File: src/design/bubble_sort_engine_defines.svh
// assertion macros shared by the bubble sort engine rtl
// depends on: nothing; included by modules that carry assertions
`ifndef BUBBLE_SORT_ENGINE_DEFINES_SVH
`define BUBBLE_SORT_ENGINE_DEFINES_SVH

// same-cycle implication, checked outside reset
`define BSE_ASSERT_IMPL(label, clk, rst, ante, cons) \
   label: assert property (@(posedge clk) disable iff (rst) (ante) |-> (cons)) \
      else $error("bubble sort engine: same-cycle check failed");

// next-cycle implication, checked outside reset
`define BSE_ASSERT_NEXT(label, clk, rst, ante, cons) \
   label: assert property (@(posedge clk) disable iff (rst) (ante) |=> (cons)) \
      else $error("bubble sort engine: next-cycle check failed");

`endif

File: src/design/bse_pkg.sv
// shared types and constants of the bubble sort engine
// depends on: nothing
package bse_pkg;

   localparam int DATA_W        = 32;
   localparam int DEPTH_DEFAULT = 16;

   typedef struct packed {
      logic signed [DATA_W-1:0] value;
      logic                     last_in;
   } req_payload_type;

   typedef struct packed {
      logic signed [DATA_W-1:0] sorted_value;
      logic                     last_out;
      logic                     dropped;
   } rsp_payload_type;

   // outcome of one compare-and-swap step
   typedef struct packed {
      logic                     swap;
      logic signed [DATA_W-1:0] low_word;
      logic signed [DATA_W-1:0] carry_word;
   } cs_result_type;

endpackage

File: src/design/bse_store.sv
// element buffer: one write port, one read port with registered read data
// depends on: bse_pkg
module bse_store #(
   parameter int DEPTH = bse_pkg::DEPTH_DEFAULT
) (
   input  logic                              clock,
   input  logic                              wr_en,
   input  logic [$clog2(DEPTH)-1:0]          wr_addr,
   input  logic signed [bse_pkg::DATA_W-1:0] wr_data,
   input  logic                              rd_en,
   input  logic [$clog2(DEPTH)-1:0]          rd_addr,
   output logic signed [bse_pkg::DATA_W-1:0] rd_data
);

   logic signed [bse_pkg::DATA_W-1:0] mem_ff [DEPTH];
   logic signed [bse_pkg::DATA_W-1:0] rd_data_ff;

   always_ff @(posedge clock) begin
      if (wr_en) begin
         mem_ff[wr_addr] <= wr_data;
      end
   end

   always_ff @(posedge clock) begin
      if (rd_en) begin
         rd_data_ff <= mem_ff[rd_addr];
      end
   end

   assign rd_data = rd_data_ff;

endmodule

File: src/design/bse_cmp_swap.sv
// shared compare-and-swap unit: carried element against the next stored one
// depends on: bse_pkg
module bse_cmp_swap (
   input  logic signed [bse_pkg::DATA_W-1:0] carry_word,
   input  logic signed [bse_pkg::DATA_W-1:0] next_word,
   input  logic                              descending,
   output bse_pkg::cs_result_type            result
);

   logic out_of_order;

   assign out_of_order = descending ? (carry_word < next_word) : (carry_word > next_word);

   // on a swap the carried element moves on, otherwise the next one is carried
   always_comb begin
      result.swap       = out_of_order;
      result.low_word   = out_of_order ? next_word : carry_word;
      result.carry_word = out_of_order ? carry_word : next_word;
   end

endmodule

File: src/design/bubble_sort_engine.sv
// bubble sort engine: load stores beats while req_ready is high; sorts in at most count
// passes, one compare-and-swap per cycle in S_STEP; emission reads, then offers each result beat.
// one set at a time: req_ready is low from the last-marked beat until the final result.
// synchronous active-high reset clears fill count, overflow flag, order (ascending) and
// sequencer; buffer contents are undefined until written.
// depends on: bse_pkg, bse_store, bse_cmp_swap, bubble_sort_engine_defines.svh
`include "bubble_sort_engine_defines.svh"

module bubble_sort_engine #(
   parameter int DEPTH = bse_pkg::DEPTH_DEFAULT
) (
   input  logic                     clock,
   input  logic                     reset,
   input  logic                     req_valid,
   output logic                     req_ready,
   input  bse_pkg::req_payload_type req_data,
   output logic                     rsp_valid,
   input  logic                     rsp_ready,
   output bse_pkg::rsp_payload_type rsp_data,
   input  logic                     csr_valid,
   output logic                     csr_ready,
   input  logic                     csr_data
);

   localparam int IDX_W = $clog2(DEPTH);
   localparam int CNT_W = $clog2(DEPTH + 1);

   localparam logic [2:0] S_LOAD     = 3'd0;
   localparam logic [2:0] S_PRIME    = 3'd1;
   localparam logic [2:0] S_CARRY    = 3'd2;
   localparam logic [2:0] S_STEP     = 3'd3;
   localparam logic [2:0] S_TAIL     = 3'd4;
   localparam logic [2:0] S_OUT_RD   = 3'd5;
   localparam logic [2:0] S_OUT_WAIT = 3'd6;

   logic [2:0]       state_ff, state_in;
   logic [CNT_W-1:0] fill_ff, fill_in;
   logic [CNT_W-1:0] cnt_ff, cnt_in;
   logic [IDX_W-1:0] k_ff, k_in;
   logic             ovf_ff, ovf_in;
   logic             drop_ff, drop_in;
   logic             swapped_ff, swapped_in;
   logic             desc_ff;
   logic signed [bse_pkg::DATA_W-1:0] carry_ff, carry_in;

   logic                              wr_en;
   logic [IDX_W-1:0]                  wr_addr;
   logic signed [bse_pkg::DATA_W-1:0] wr_data;
   logic                              rd_en;
   logic [IDX_W-1:0]                  rd_addr;
   logic signed [bse_pkg::DATA_W-1:0] rd_data;
   bse_pkg::cs_result_type            cs;

   logic             full;
   logic             last_pair;
   logic             out_last;
   logic [IDX_W-1:0] tail_addr;

   bse_store #(
      .DEPTH (DEPTH)
   ) u_store (
      .clock   (clock),
      .wr_en   (wr_en),
      .wr_addr (wr_addr),
      .wr_data (wr_data),
      .rd_en   (rd_en),
      .rd_addr (rd_addr),
      .rd_data (rd_data)
   );

   bse_cmp_swap u_cmp_swap (
      .carry_word (carry_ff),
      .next_word  (rd_data),
      .descending (desc_ff),
      .result     (cs)
   );

   assign full      = (fill_ff == CNT_W'(DEPTH));
   assign last_pair = ((CNT_W'(k_ff) + CNT_W'(2)) == cnt_ff);
   assign out_last  = ((CNT_W'(k_ff) + CNT_W'(1)) == cnt_ff);
   assign tail_addr = IDX_W'(cnt_ff - CNT_W'(1));

   assign req_ready = (state_ff == S_LOAD);
   assign csr_ready = 1'b1;
   assign rsp_valid = (state_ff == S_OUT_WAIT);

   always_comb begin
      rsp_data.sorted_value = rd_data;
      rsp_data.last_out     = out_last;
      rsp_data.dropped      = drop_ff;
   end

   always_comb begin
      state_in   = state_ff;
      fill_in    = fill_ff;
      cnt_in     = cnt_ff;
      k_in       = k_ff;
      ovf_in     = ovf_ff;
      drop_in    = drop_ff;
      swapped_in = swapped_ff;
      carry_in   = carry_ff;
      wr_en      = 1'b0;
      wr_addr    = '0;
      wr_data    = '0;
      rd_en      = 1'b0;
      rd_addr    = '0;
      case (state_ff)
         S_LOAD: begin
            if (req_valid) begin
               if (!full) begin
                  wr_en   = 1'b1;
                  wr_addr = IDX_W'(fill_ff);
                  wr_data = req_data.value;
                  fill_in = fill_ff + CNT_W'(1);
               end else begin
                  ovf_in = 1'b1;
               end
               if (req_data.last_in) begin
                  cnt_in  = full ? CNT_W'(DEPTH) : (fill_ff + CNT_W'(1));
                  drop_in = ovf_ff | full;
                  k_in    = '0;
                  // a single element needs no pass
                  state_in = (full || fill_ff != '0) ? S_PRIME : S_OUT_RD;
               end
            end
         end
         S_PRIME: begin
            rd_en      = 1'b1;
            rd_addr    = '0;
            k_in       = '0;
            swapped_in = 1'b0;
            state_in   = S_CARRY;
         end
         S_CARRY: begin
            carry_in = rd_data;
            rd_en    = 1'b1;
            rd_addr  = k_ff + IDX_W'(1);
            state_in = S_STEP;
         end
         S_STEP: begin
            wr_en    = 1'b1;
            wr_addr  = k_ff;
            wr_data  = cs.low_word;
            carry_in = cs.carry_word;
            if (cs.swap) begin
               swapped_in = 1'b1;
            end
            if (last_pair) begin
               state_in = S_TAIL;
            end else begin
               rd_en   = 1'b1;
               rd_addr = k_ff + IDX_W'(2);
               k_in    = k_ff + IDX_W'(1);
            end
         end
         S_TAIL: begin
            // carried element lands in the last slot of this pass
            wr_en    = 1'b1;
            wr_addr  = tail_addr;
            wr_data  = carry_ff;
            k_in     = '0;
            state_in = swapped_ff ? S_PRIME : S_OUT_RD;
         end
         S_OUT_RD: begin
            rd_en    = 1'b1;
            rd_addr  = k_ff;
            state_in = S_OUT_WAIT;
         end
         S_OUT_WAIT: begin
            if (rsp_ready) begin
               if (out_last) begin
                  fill_in  = '0;
                  ovf_in   = 1'b0;
                  k_in     = '0;
                  state_in = S_LOAD;
               end else begin
                  k_in     = k_ff + IDX_W'(1);
                  state_in = S_OUT_RD;
               end
            end
         end
         default: begin
            state_in = S_LOAD;
         end
      endcase
   end

   always_ff @(posedge clock) begin
      if (reset) begin
         state_ff   <= S_LOAD;
         fill_ff    <= '0;
         cnt_ff     <= '0;
         k_ff       <= '0;
         ovf_ff     <= 1'b0;
         drop_ff    <= 1'b0;
         swapped_ff <= 1'b0;
         desc_ff    <= 1'b0;
      end else begin
         state_ff   <= state_in;
         fill_ff    <= fill_in;
         cnt_ff     <= cnt_in;
         k_ff       <= k_in;
         ovf_ff     <= ovf_in;
         drop_ff    <= drop_in;
         swapped_ff <= swapped_in;
         if (csr_valid && csr_ready) begin
            desc_ff <= csr_data;
         end
      end
   end

   always_ff @(posedge clock) begin
      carry_ff <= carry_in;
   end

   `BSE_ASSERT_IMPL(a_fill_bound, clock, reset, 1'b1, fill_ff <= CNT_W'(DEPTH))
   `BSE_ASSERT_IMPL(a_no_load_while_emit, clock, reset, rsp_valid, !req_ready)
   `BSE_ASSERT_IMPL(a_step_in_range, clock, reset, state_ff == S_STEP,
      (CNT_W'(k_ff) + CNT_W'(2)) <= cnt_ff)
   `BSE_ASSERT_NEXT(a_final_beat_empties, clock, reset,
      rsp_valid && rsp_ready && rsp_data.last_out,
      (state_ff == S_LOAD) && (fill_ff == '0) && !ovf_ff)

endmodule

File: config.mk
export PLATFORM = sky130hd
export DESIGN_NAME = bubble_sort_engine
export DESIGN_NICKNAME = d
export VERILOG_FILES = /design/src/design/bse_pkg.sv /design/src/design/bse_store.sv /design/src/design/bse_cmp_swap.sv /design/src/design/bubble_sort_engine.sv
export VERILOG_INCLUDE_DIRS = /design/src /design/src/design
export SDC_FILE = /design/constraint.sdc
export NUM_CORES = 1
export LEC_CHECK = 0
export ABC_CLOCK_PERIOD_IN_PS = 13200
export BUFFER_PORTS_ARGS = -buffer_cell sky130_fd_sc_hd__buf_2
export CORE_ASPECT_RATIO = 0.7
export CORE_MARGIN = 2
export CORE_UTILIZATION = 55
export CTS_BUF_LIST = sky130_fd_sc_hd__clkbuf_2
export DETAILED_ROUTE_END_ITERATION = 8
export GPL_TIMING_DRIVEN = 0
export HOLD_SLACK_MARGIN = 0.08
export MAX_ROUTING_LAYER = met4
export PLACE_DENSITY = 0.72
export RECOVER_POWER = 50
export SLEW_MARGIN = 40
export SYNTH_ARGS = -nofsm -noshare
export SYNTH_HDL_FRONTEND = slang
export SYNTH_HIERARCHICAL = 1
export SYNTH_SLANG_ARGS = --single-unit
File: constraint.sdc
create_clock -name clock -period 13.2 [get_ports clock]
set_input_delay 2.64 -clock clock [delete_from_list [all_inputs] [get_ports clock]]
set_output_delay 2.64 -clock clock [all_outputs]
set_load 0.005 [all_outputs]
# Word level (Yosys, flattened, before mapping)
# Memory sizes are Yosys's and may differ from the RTL's. A register that Yosys moved wholly into a read port is not among the register bits.
# Cells that the tools add are included.
[op_classes]
n_addsub = 6
n_lt_le_gt_ge = 2
eq_ne = 19
muxes = 46
n_bitwise = 1
reduce_logical = 17
[op_table]
columns = ["cell", "count"]
rows = [
  ["32-bit two-way mux", 4],
  ["32-bit one-hot mux with 3 select lines", 1],
  ["32-bit one-hot mux with 2 select lines", 1],
  ["32-bit > comparator", 1],
  ["32-bit < comparator", 1],
  ["4-bit two-way mux", 8],
  ["5-bit two-way mux", 5],
  ["4-bit one-hot mux with 3 select lines", 2],
  ["3-bit two-way mux", 7],
  ["3-bit one-hot mux with 7 select lines", 1],
  ["4-bit one-hot mux with 4 select lines", 1],
  ["5-bit AND reduction", 3],
  ["1-bit two-way mux", 11],
  ["5-bit equality test", 2],
  ["2-bit by 1-bit != test with 1-bit output, second input constant", 5],
  ["2-bit != test, second input constant", 5],
  ["5-bit one-hot mux with 2 select lines", 1],
  ["3-bit equality test, second input constant", 3],
  ["1-bit one-hot mux with 2 select lines", 4],
  ["3-bit by 2-bit equality test with 1-bit output, second input constant", 2],
  ["2-bit nonzero test", 3],
  ["4-bit by 1-bit adder with 5-bit output, second input constant", 1],
  ["4-bit by 2-bit adder with 5-bit output, second input constant", 1],
  ["5-bit by 1-bit adder with 5-bit output, second input constant", 1],
  ["15 further kinds", 17],
]
[totals]
reg_bits = 53
mem_bits_rw = 512
input_bits = 39
out_inout_bits = 37
wordCells = 101
mem_count = 1
[memory_table]
columns = ["name", "depth", "word_bits", "read_ports", "rd_clocked_by_memory_dff", "wr", "line_no", "text"]
rows = [
  ["u_store.mem_ff", 16, 32, 1, 1, 1, "bse_store.sv:15", "logic signed [bse_pkg::DATA_W-1:0] mem_ff [DEPTH];"],
]

# Longest topological paths before layout
[depth]
depth_word = 6
mapped_depth = 13
mapped_depth_nobuf = 11

# Cells and area by module
# The synthesis kept the hierarchy.
[by_module_without_submodules]
columns = ["module", "instances", "cells_each", "area_each_um2"]
rows = [
  ["bse_store", 1, 838, 20155.6],
  ["bubble_sort_engine", 1, 434, 3608.5],
  ["bse_cmp_swap", 1, 193, 1851.8],
]

# Worst setup path after synthesis
# OpenSTA, ideal clock, no wires.
[synth_timing]
path_kind = "input port to flip-flop"
startpoint = "input req_valid"
endpoint = "memory u_store/mem_ff[0][0] in the netlist's numbering (enable)"
setup_ns = 0.461
t_arrival_ns = 5.958
required_ns = 12.739
slack_ns = 6.781
path_stages = 5
path_cell_list = "and2_2 > a222oi_1 > inv_1 > or3b_2 > nor3_1"
[synth_via]
word_cells_on_any_way = 6
[synth_lines]
columns = ["element", "line_no", "text"]
rows = [
  ["start: declaration", "bubble_sort_engine.sv:14", "input logic req_valid,"],
  ["4-bit two-way mux", "bubble_sort_engine.sv:109", "if (req_valid) begin"],
  ["4-bit one-hot mux with 3 select lines", "bubble_sort_engine.sv:107", "case (state_ff)"],
  ["net wr_addr[2]", "bubble_sort_engine.sv:47", "logic [IDX_W-1:0] wr_addr;"],
  ["end: declaration", "bse_store.sv:15", ""],
]
# The timed path passes the listed nets, and every way through them passes these cells.

# Worst setup path after layout
[layout_timing]
startpoint = "input req_valid"
endpoint = "memory u_store/mem_ff[3][31] in the netlist's numbering (enable)"
[layout_via]
elab_chain_len = 4
word_cells_on_any_way = 6
[layout_rtl]
columns = ["element", "line_no", "text"]
rows = [
  ["1-bit two-way mux", "bubble_sort_engine.sv:109", ""],
  ["1-bit one-hot mux with 2 select lines", "bubble_sort_engine.sv:107", ""],
  ["net wr_en", "bubble_sort_engine.sv:46", "logic wr_en;"],
  ["1-bit two-way mux", "bse_store.sv:19", "if (wr_en) begin"],
  ["1-bit two-way mux (not written as such)", "bse_store.sv:20", "mem_ff[wr_addr] <= wr_data;"],
]
# The timed path passes the listed nets, and every way through them passes these cells.

==> results.md <==
- Final Instance Count excl. Fillers: 2453
- Hold Crit Class: reg -> reg
- Commonest cells post-synth: edfxtp_1, nand2_1, mux4_2, inv_1, a22oi_1
- Slew margin rel.: -0.220
- Die W: 262 um
- DRT antenna net count: 0
- Req. time, crit path: between 10 and 15 ns
- EDFF count, synth: about 580
- Clock latency at the later pin of the worst-skew pair: 1.11 ns
- Period Utilization, post-route: 0.497
- Drt first pass iters: 6
- Setup violations, final: 0
- Htree depth: 4
- DRC viols: 0
- Sequential-to-total area share from yosys stat: 0.692
- Top_reg_cell synth: edfxtp_1
- Cts hold-fix bufs: 0
- Register bit total from synthesis: 597
- Critical path capture point type: flop
- Count leader, synth: edfxtp_1
- Antenna violations before repair: 1
- Crit path DAT: 7.30 ns
- VDD IR-drop max: 0.106 mV
- GRT Total Usage: 0.297
- DRT Wirelength: roughly 70000 um
- Placed Cells: 2211
- F_max: roughly 150 MHz
- Final Core Density: 0.608
- Fillers: 3504
- Pleak: 0.00995 uW
- Largest net degree at the start of global routing: 18
- P&R area growth vs syn: 9.79%
- GPL Wtd Cong: 0.890
- DP Wirelength: around 45000 um
- Ys Warns: 6
- Distinct cells, synth: 78
- Starting Density: 0.554
- Failing checks: capacitance limit, slew limit
- Post-Syn Instances: about 1500
- Area of the multi-input gates: 6990 um2
- Crit path max fanout: 12
- Critical-path cell list: clkbuf_1 -> and2_0 -> and2_0 -> clkbuf_1 -> or3_1 -> or3b_2 -> nor2_1 -> clkbuf_1 -> buf_8
- DRT iter0 DRCs: 2427
- Startpoint Class: input pin
- Top post-synthesis cells by area: edfxtp_1, mux4_2, mux2_4, nand2_1, a22oi_1
- CP bufs+invs: 4
- NumNets Final: about 1800
- Met2 WL: 29800 um
- WL/cell: between 20 and 30 um
- Rows: 66
- Tmin final: roughly 6.6 ns
- Worst path slowest cell: nor2_1
- Clock sink total: 597
- RSZ-0062 raised after global routing: no
- Vias per cell: between 6 and 7
- Post-synth ARST share: 0
- Tot Pwr: approximately 5900 uW
- Number of vias in the routed layout: about 15000
- Clk_skew: 0.0925 ns
- Inserted Clock Buffers: 138
- Final TNS setup: 0 ns
- Top-area cell type share of the netlist area: 0.675
- Post-cts resize count: 0
- Grt ovf: 0
- Sequential cell area: 17700 um2
- Die Ht: 185 um
- Synth area leader: edfxtp_1
- Layout cells sized above 1: 0.286
- Max clock buf depth: 3
- Core area: 46200 um2
- M1 WL: 27800 um
- Kind of critical path: in -> reg
- DR WL met3: 8620 um
- Most used cell, CP: clkbuf_1
- Final hold vios: 0
- Synth Cell Area: 25600 um2
- Syn Area/Cell: 17.5 um2
- Port bufs: 74
- Worst slew pin tran: approximately 1.8 ns
- Root buf cell: clkbuf_2
- Top layer in use: met4
- Syn Nets: 1541
- Max_cap viols: 3
- CP top delay family: simple AND/OR/NAND/NOR gates
- Die area: 48300 um2
- Run status: complete, but fails checks
- Tightest hold margin: a little under 0.5 ns
- Pins over their slew limit: 43
- Vias in the first global route: approximately 15000
- First-pass GRT wire length: 98100 um
- Pwr Density: 210 nW/um2
- Ports: 76
- CTS clk-pin slew, worst paths: roughly 0.1 ns
- Worst stage delay on the critical path: 1.14 ns
- # Post-CTS Setup Buffers: 0
- CTS tree: done
report_power, final:
group / internal [uW] / leakage, uW / switching [uW]
Sequential: 2590 / 0.00548 / 159
Combinational: 804 / 0.00355 / 1210
Clock: 414 / 0.000918 / 730
path summary, 6_finish.rpt:
check             startpoint                    end  slack, ns  depth (start not counted)
setup / recovery   req_valid  u_store/mem_ff[3][31]       6.65                          9
setup reg to reg  fill_ff[0]  u_store/mem_ff[3][31]       7.65                         10
hold reg to reg       ovf_ff                 ovf_ff       0.50                          2
hold / removal        ovf_ff                 ovf_ff       0.50                          2
state kept, by name, summed over array words and instances (netlist names), 3 cells and up:
register         cells
fill_ff              5
carry_ff            32
k_ff                 4
u_store/rd_data     32
u_store/mem_ff     512
cnt_ff               5
state_ff             3
cell families after synthesis:
family,synth area share
flops,0.692
simple gates,0.0502
mux,0.149
compound gates,0.0565
buf+inv,0.0297
fa+ha+maj,0.0181
xor+xnor,0.00513
other cells,0.000146
metal layers:
layer / global-route usage / vias up
met5: - / -
met4: 0.0915 / 0
met3: 0.0796 / 114
met2: 0.410 / 1030
met1: 0.434 / 7765
li1: - / 6499
stage by stage:
stage | setup slack (ns) | area (um2)
2_1_floorplan | 6.78 | 25600
3_3_place_gp | 3.37 | 26800
3_5_place_dp | 7.61 | 27800
4_1_cts | 7.71 | 29000
5_1_grt | 6.69 | 28100
6_report | 6.65 | 28100
final cells by class:
type                            instances  area share
Clock buffer                          200      0.0356
Buffer                                 87      0.0156
Sequential cell                       597       0.630
Tap cell                              612      0.0272
Clock inverter                         41     0.00761
Timing Repair Buffer                  134      0.0254
Inverter                               74     0.00988
Antenna cell                            1   0.0000890
Multi-Input combinational cell        707       0.249
cell usage in the layout (no fill, tap or decap), types with 4 or more instances in the layout:
master	synthesis	final
a31oi_1	4	4
xnor2_1	9	9
buf_1	11	4
nand2_1	154	154
clkbuf_2	0	211
buf_2	17	88
edfxtp_1	576	576
mux2_4	49	16
a21oi_1	26	28
mux4_2	128	128
dfxtp_1	21	21
buf_4	16	25
nor2_1	48	48
ha_1	37	37
xor2_1	6	6
mux2_1	0	33
a221o_1	4	4
a222oi_1	33	33
clkbuf_1	33	85
nor3_1	9	10
nand4_1	6	6
mux2_2	15	15
clkinvlp_4	0	5
a22oi_1	66	66
inv_6	0	5
nand3_1	19	19
nor2b_1	6	6
o21ai_0	3	6
inv_1	74	74
clkinv_1	0	25
nand3b_1	7	7
and2_0	0	4
tightest hold or removal path: cells and delay by family, from the launching register on:
| family | cells | cell delay [ns] |
|---|---|---|
| AO/OA/AOI/OAI | 2 | 0.13 |
| flip-flops | 1 | 0.33 |
Note: power is estimated with default switching activity, not from simulation.
